==> src/hw/rtl/qgm_pkg.sv <==
// qgm_pkg: shared types and codes of the quadrature gram matrix block
// no dependencies; used by qgm_ctrl, qgm_dp, quadrature_gram_matrix and the testbench
package qgm_pkg;

  localparam int ENTRY_W = 52;
  localparam int VAL_W   = 16;

  typedef enum logic [1:0] {
    CMD_WEIGHT  = 2'd0,
    CMD_FIRST   = 2'd1,
    CMD_SECOND  = 2'd2,
    CMD_COMPUTE = 2'd3
  } cmd_t;

  typedef enum logic [1:0] {
    CFG_NUM_ROWS  = 2'd0,
    CFG_NUM_COLS  = 2'd1,
    CFG_NUM_NODES = 2'd2,
    CFG_SYMMETRIC = 2'd3
  } cfg_idx_t;

  typedef struct packed {
    cmd_t              cmd;
    logic [2:0]        member;
    logic [3:0]        node;
    logic signed [VAL_W-1:0] value;
  } req_t;

  typedef struct packed {
    logic [2:0]                row;
    logic [2:0]                col;
    logic signed [ENTRY_W-1:0] entry;
    logic                      last;
  } rsp_t;

  typedef struct packed {
    logic [3:0] num_rows;
    logic [3:0] num_cols;
    logic [4:0] num_nodes;
    logic       symmetric;
  } cfg_t;

  // controller to datapath
  typedef struct packed {
    logic       store_wr;   // store write request accepted this cycle
    logic       issue;      // read one node of the current entry
    logic       acc_clear;  // start of a new entry
    logic [2:0] first_mbr;
    logic [2:0] second_mbr;
    logic [4:0] node;
    logic       emit;       // load result register
    logic [2:0] row;
    logic [2:0] col;
    logic       last;
  } ctl_cmd_t;

  // datapath to controller
  typedef struct packed {
    logic busy;      // products still in flight
    logic out_free;  // result register can take a new entry
  } dp_stat_t;

endpackage

==> src/hw/rtl/qgm_ctrl.sv <==
// qgm_ctrl: sequencer walking rows, columns and nodes of a compute request
// depends on qgm_pkg
module qgm_ctrl #(
  parameter int MAX_MEMBERS = 8,
  parameter int MAX_NODES   = 16
) (
  input  logic               clk,
  input  logic               rst,
  input  logic               req_valid,
  output logic               req_stall,
  input  qgm_pkg::cmd_t      req_cmd,
  input  qgm_pkg::cfg_t      cfg,
  input  qgm_pkg::dp_stat_t  stat,
  output qgm_pkg::ctl_cmd_t  ctl
);

  localparam int DIM_LIMIT = (MAX_MEMBERS < 8) ? MAX_MEMBERS : 8;

  typedef enum logic [2:0] {
    S_IDLE  = 3'b001,
    S_ISSUE = 3'b010,
    S_DRAIN = 3'b100
  } state_t;

  state_t     state, state_next;
  logic [2:0] r, r_next, c, c_next;
  logic [4:0] n, n_next;
  logic [3:0] rows, cols;
  logic [4:0] nodes;
  logic       sym;
  logic       accept, start, mirror, last_node, last_col, last_entry, emit;

  function automatic logic [3:0] clamp_dim(input logic [3:0] v);
    logic [3:0] res;
    if (v == 4'd0) begin
      res = 4'd1;
    end else if (int'(v) > DIM_LIMIT) begin
      res = 4'(DIM_LIMIT);
    end else begin
      res = v;
    end
    return res;
  endfunction

  assign req_stall  = (state != S_IDLE);
  assign accept     = req_valid && !req_stall;
  assign start      = accept && (req_cmd == qgm_pkg::CMD_COMPUTE);
  assign mirror     = sym && (c < r);
  assign last_node  = (n == nodes - 5'd1);
  assign last_col   = ({1'b0, c} == cols - 4'd1);
  assign last_entry = last_col && ({1'b0, r} == rows - 4'd1);
  assign emit       = (state == S_DRAIN) && !stat.busy && stat.out_free;

  always_comb begin
    ctl.store_wr   = accept && (req_cmd != qgm_pkg::CMD_COMPUTE);
    ctl.issue      = (state == S_ISSUE);
    ctl.acc_clear  = (state == S_ISSUE) && (n == 5'd0);
    ctl.first_mbr  = mirror ? c : r;
    ctl.second_mbr = mirror ? r : c;
    ctl.node       = n;
    ctl.emit       = emit;
    ctl.row        = r;
    ctl.col        = c;
    ctl.last       = last_entry;
  end

  always_comb begin
    state_next = state;
    r_next     = r;
    c_next     = c;
    n_next     = n;
    unique case (state)
      S_IDLE: begin
        if (start) begin
          state_next = S_ISSUE;
          r_next     = 3'd0;
          c_next     = 3'd0;
          n_next     = 5'd0;
        end
      end
      S_ISSUE: begin
        n_next = n + 5'd1;
        if (last_node) begin
          state_next = S_DRAIN;
        end
      end
      S_DRAIN: begin
        if (emit) begin
          n_next = 5'd0;
          if (last_entry) begin
            state_next = S_IDLE;
          end else begin
            state_next = S_ISSUE;
            if (last_col) begin
              c_next = 3'd0;
              r_next = r + 3'd1;
            end else begin
              c_next = c + 3'd1;
            end
          end
        end
      end
      default: state_next = S_IDLE;
    endcase
  end

  always_ff @(posedge clk) begin
    if (rst) begin
      state <= S_IDLE;
    end else begin
      state <= state_next;
    end
    r <= r_next;
    c <= c_next;
    n <= n_next;
    if (start) begin
      rows <= clamp_dim(cfg.num_rows);
      cols <= clamp_dim(cfg.num_cols);
      sym  <= cfg.symmetric;
      if (cfg.num_nodes == 5'd0) begin
        nodes <= 5'd1;
      end else if (int'(cfg.num_nodes) > MAX_NODES) begin
        nodes <= 5'(MAX_NODES);
      end else begin
        nodes <= cfg.num_nodes;
      end
    end
  end

`ifndef ASSERT_OFF
  a_emit_not_busy: assert property (@(posedge clk) disable iff (rst)
    ctl.emit |-> !stat.busy)
    else $error("entry emitted with products in flight");

  a_clear_on_first_node: assert property (@(posedge clk) disable iff (rst)
    ctl.acc_clear |-> (ctl.issue && !stat.busy))
    else $error("accumulator cleared with products in flight");

  a_last_ends: assert property (@(posedge clk) disable iff (rst)
    (ctl.emit && ctl.last) |=> (state == S_IDLE))
    else $error("sequencer did not return to idle after the last entry");
`endif

endmodule

==> config.mk <==
export PLATFORM = sky130hd
export DESIGN_NAME = qgm_ctrl
export DESIGN_NICKNAME = d
export VERILOG_FILES = /design/src/hw/rtl/qgm_pkg.sv /design/src/hw/rtl/qgm_ctrl.sv
export SDC_FILE = /design/constraint.sdc
export NUM_CORES = 1
export LEC_CHECK = 0
export BUFFER_PORTS_ARGS = -buffer_cell sky130_fd_sc_hd__buf_2
export CAP_MARGIN = 20
export CORE_AREA = 2 2 60 62
export DETAILED_ROUTE_END_ITERATION = 6
export DIE_AREA = 0 0 62 64
export HOLD_SLACK_MARGIN = 0.06
export PLACE_DENSITY = 0.85
export SETUP_SLACK_MARGIN = 0.15
export SYNTH_ARGS = -nofsm -noshare
export SYNTH_HDL_FRONTEND = slang
export SYNTH_SLANG_ARGS = --single-unit
==> constraint.sdc <==
create_clock -name clk -period 3.48 [get_ports clk]
set_input_delay 0.174 -clock clk [delete_from_list [all_inputs] [get_ports clk]]
set_output_delay 0.174 -clock clk [all_outputs]
set_load 0.005 [all_outputs]
# --- Word-level counts from Yosys, hierarchy flattened ---
# Cells that the tools add are included.
totals:
  reg_bits: 28
  word_cells: 80
  input_bits: 21
  output_inout_bits: 23
op_classes:
  reduce_logical: 23
  muxes: 22
  n_eq_ne: 14
  add_sub_neg: 6
  order_cmp: 4
ops:
  columns: ["operator", "count"]
  rows:
  - ["3-bit two-way mux", 12]
  - ["5-bit two-way mux", 3]
  - ["5-bit one-hot mux with 3 select lines", 1]
  - ["3-bit one-hot mux with 2 select lines", 2]
  - ["5-bit logical NOT", 2]
  - ["2-bit != test (second input constant)", 5]
  - ["3-bit one-hot mux with 3 select lines", 1]
  - ["3-bit by 4-bit equality test with 1-bit output", 2]
  - ["4-bit greater-than comparator (second input constant)", 2]
  - ["1-bit logical AND", 8]
  - ["4-bit logical NOT", 2]
  - ["4-bit two-way mux", 2]
  - ["4-bit by 1-bit subtractor with 4-bit output (second input constant)", 2]
  - ["3-bit by 1-bit adder with 3-bit output (second input constant)", 2]
  - ["3-bit AND reduction", 2]
  - ["2-bit OR reduction", 3]
  - ["5-bit by 1-bit adder with 5-bit output (second input constant)", 1]
  - ["5-bit equality test", 1]
  - ["5-bit greater-than comparator (second input constant)", 1]
  - ["5-bit AND reduction", 1]
  - ["5-bit by 1-bit subtractor with 5-bit output (second input constant)", 1]
  - ["4-bit AND reduction", 1]
  - ["3-bit by 1-bit equality test with 1-bit output (second input constant)", 1]
  - ["3-bit by 2-bit equality test with 1-bit output (second input constant)", 1]
  - ["other kinds (9)", 10]

# --- Depth between registers and ports, before layout ---
logic_depth:
  ltp_word: 6
  mapped_depth: 7
  depth_no_buf: 7

# --- Least setup slack after synthesis ---
# Ideal clock, no wire load.
synth_timing:
  path_type: "register to register"
  from: "register cols[0]"
  to: "register r[0] (enable)"
  setup_ns: 0.350
  required_ns: 3.130
  synth_period_minus_slack_ns: 2.404
  arrival_ns: 2.055
  slack_ns: 1.076
  path_stages_with_launch: 8
  path_buffers: 0
  cell_sequence: "edfxtp_1 inv_1 ha_1 xor2_1 or4_1 a311o_1 nand2_1 nor3b_1"
synth_between:
  elab_chain_cells: 5
synth_rtl:
  columns: ["item", "line", "text"]
  rows:
  - ["from (decl)", "qgm_ctrl.sv:28", "logic [3:0] rows, cols;"]
  - ["from (signal assigned)", "qgm_ctrl.sv:118", "cols <= clamp_dim(cfg.num_cols);"]
  - ["4-bit by 1-bit subtractor with 4-bit output *", "qgm_ctrl.sv:50", "assign last_col = ({1'b0, c} == cols - 4'd1);"]
  - ["3-bit by 4-bit equality test with 1-bit output *", "qgm_ctrl.sv:50", null]
  - ["1-bit logical AND", "qgm_ctrl.sv:51", "assign last_entry = last_col && ({1'b0, r} == rows - 4'd1);"]
  - ["2-bit != test (no line)", null, null]
  - ["5-bit AND reduction (no line) *", null, null]
  - ["to (signal assigned)", "qgm_ctrl.sv:113", "r <= r_next;"]
  - ["to (decl)", "qgm_ctrl.sv:26", "logic [2:0] r, r_next, c, c_next;"]
# Every way passes the cells marked *; elsewhere a longest branch is shown, timed or not.
# A chain may end at the register's enable or synchronous reset.

# --- Worst setup path in the final report ---
layout_timing:
  from: "register cols[0]"
  to: "register r[1] (enable)"
# The elaborated chain is that of the path after synthesis.

==> flow_summary_export.csv <==
group,metric,value,unit
synthesis,synthDominantCellAreaShare,43.6,%
worst_setup_path,path_class,"flip-flop to flip-flop",
clock_network,clk_pin_slew,0.15,ns
worst_setup_path,path_delay_family,"simple AND/OR/NAND/NOR gates",
power_and_ir_drop,ir_drop,221,uV
final_layout,syn2layout_area_growth,18.0,%
detailed_routing,num_vias,1316,
worst_setup_path,timing.rr.end,"r[1]$_SDFFCE_PP0P_",
synthesis,synth_area_leader_cell,"edfxtp_1",
synthesis,avgSynthCellArea,10.2,um2
hold_path,min-delay-start,"cfg[4]",
clock_network,cts_buffers,3,
sta,slew_headroom,28.1,%
synthesis,syn-num-nets,201,
detailed_routing,wl,3.02,mm
sta,hold_violations,0,
hold_path,hold-path-cell-count,2,
worst_setup_path,r2r-start,"cols[0]$_SDFFCE_PP1P_",
synthesis,synth_ff_type,"edfxtp_1",
detailed_routing,drt_iter0_markers,47,
synthesis,synth_edf_count,25,
synthesis,synthTopCellsByArea,"edfxtp_1 44%, ha_1 8.0%, nor2_1 5.2%, xnor2_1 5.1%, mux2_2 3.9%",
detailed_routing,wl_per_cell,11.6,um
outcome,status,"finished clean",
clock_network,clock_latency,0.33,ns
worst_setup_path,path_max_fanout,5,
hold_path,worst_hold_path_type,"primary input to flip-flop",
placement,place_congestion,0.773,
worst_setup_path,slowest_stage,"or4_1",
synthesis,synthTopCellsByCount,"25 x edfxtp_1, 24 x nor2_1, 16 x inv_1",
clock_network,cts_buffer_depth,2,
sta,fmax,384,MHz
placement,dp_hpwl,2.39,mm
worst_setup_path,cp.required,3.49,ns
synthesis,syn_area,1720,um2
final_layout,nets,247,
synthesis,yosysMostFrequentCell,"edfxtp_1",
global_route,gr-total-overflow,0,
hold_path,hold_path_end,"nodes[3]$_SDFFCE_PP0P_",
worst_setup_path,end_kind,"flip-flop",
clock_network,cts_resized,0,
worst_setup_path,start_kind,"flip-flop",
floorplanning,die_h,64,um
floorplanning,dieArea,3970,um2
sta,skew,0.00546,ns
detailed_routing,first_pass_iters,4,
placement,io_buffers,43,
sta,worst_slew_pin_slew,1.07,ns
floorplanning,fp.coreArea,3280,um2
synthesis,synthCells,169,
floorplanning,num_rows,21,
clock_network,root_buffer,"clkbuf_4",
sta,period_needed,2.60,ns
worst_setup_path,cp_num_buf_inv,1,
final_layout,num_antenna_cells,0,
clock_network,cts_tree,"built",
final_layout,final_core_util,61.8,%
placement,placed_cell_area,1960,um2
flow_run,cap_violations,0,
synthesis,async_flop_share,0,%
sta,hold_slack,0.129,ns
synthesis,synth-seq-cells,28,
sta,drv_slew,0,
worst_setup_path,rrSetupSlack,0.88,ns
synthesis,seq_area_frac_synth,47.1,%
final_layout,finalInstanceArea,2030,um2
global_route,grt_pass1_vias,1141,
global_route,track_usage,16.7,%
global_route,grt_pass1_wl,5.02,mm
detailed_routing,drt-vias-per-instance,5.06,
worst_setup_path,crit_chain,"inv_1 -> ha_1 -> xor2_1 -> or4_1 -> a311o_1 -> nand2_1 -> nor3b_1",
floorplanning,io_pins,44,
floorplanning,die_w,62,um
sta,final.setup.tns,0,ns
clock_network,cts_sinks,28,
final_layout,drive_above_1_share,24.8,%
worst_setup_path,reg2reg_depth,7,
synthesis,synth_cell_type_count,36,
global_route,grt_max_degree,16,
global_route,antenna_found_initial,0,
synthesis,yosys_warnings,0,
floorplanning,start_util,52.4,%
sta,period_share,74.8,%
detailed_routing,drc,0,
final_layout,filler_cell_count,285,
power_and_ir_drop,power_leakage,0.000901,uW
sta,rsz0062_at_grt,"no",
clock_network,htree_levels,1,
worst_setup_path,max_stage_delay,0.49,ns
detailed_routing,ant_nets,0,
worst_setup_path,worst-endpoint-arrival,2.61,ns
power_and_ir_drop,p_per_area,452,nW/um2
sta,setup_viol,0,
[placed cells by master, fill, tap and decap left out, types with 7 or more instances in the layout]
cell,n
buf_2,43
edfxtp_1,25
nor2_1,24
inv_1,16
ha_1,11
xnor2_1,10
nand2_1,8
xor2_1,7
[final cells by class]
cell class              instances  area, um2  share of cell area (%)
clock buffers                   4       26.3                    1.29
repair buffers                 47        255                    12.6
inverters                      16       60.1                    2.96
multi-input cells             119        820                    40.4
flip-flops and latches         28        811                    40.0
well taps                      46       57.6                    2.84
[per-stage QoR]
stage                     setup WS (ns)  std cells  power (uW)
after global routing              0.762        260         981
after floorplan                    1.08        169         669
after CTS                         0.882        260         922
after global placement            0.968        252         777
after detailed placement          0.930        252         784
final                             0.877        260         917
[sequential cells by signal (all words and copies together) (netlist names)]
name	flops
n	5
nodes	5
cols	4
rows	4
c	3
r	3
state	3
sym	1
[worst max path at each step]
stage / slack, ns / depth (start not counted) / endpoint / start
after detailed placement: 0.93 / 7 / r[1]$_SDFFCE_PP0P_ / cols[0]$_SDFFCE_PP1P_
final: 0.88 / 7 / r[1]$_SDFFCE_PP0P_ / cols[0]$_SDFFCE_PP1P_
after floorplan: 1.08 / 7 / r[0]$_SDFFCE_PP0P_ / cols[0]$_SDFFCE_PP1P_
after CTS: 0.88 / 7 / r[1]$_SDFFCE_PP0P_ / cols[0]$_SDFFCE_PP1P_
after global placement: 0.97 / 7 / r[2]$_SDFFCE_PP0P_ / cols[0]$_SDFFCE_PP1P_
after global routing: 0.76 / 7 / r[2]$_SDFFCE_PP0P_ / cols[0]$_SDFFCE_PP1P_
[cells by family after synthesis]
group           after synthesis  synth area share [%]
compound gates               20                  7.71
xor+xnor                     17                  8.65
fa+ha+maj                    11                  8.00
buf+inv                      22                  5.24
flops                        28                  47.1
mux                           6                  3.93
simple gates                 65                  19.3
[metal layers]
metal,global-route usage [%],part of all wire (%),up-vias
met2,24.6,46,38
met1,24.9,48,597
met5,0,0,-
met4,6.91,1.6,0
met3,1.42,4.5,5
li1,-,-,676
[what timing repair did]
| action | CTS | global route |
|---|---|---|
| hold buffers | 4 | 0 |
| endpoints found under the hold margin | 4 | 0 |
| buffers inserted | 0 | 0 |
[power by group]
part | switching, uW | total, uW | internal, uW
Sequential | 61.3 | 483 | 421
Clock | 93.7 | 139 | 44.9
Combinational | 146 | 296 | 150
Total | 301 | 917 | 616
(Power assumes the default switching activity.)
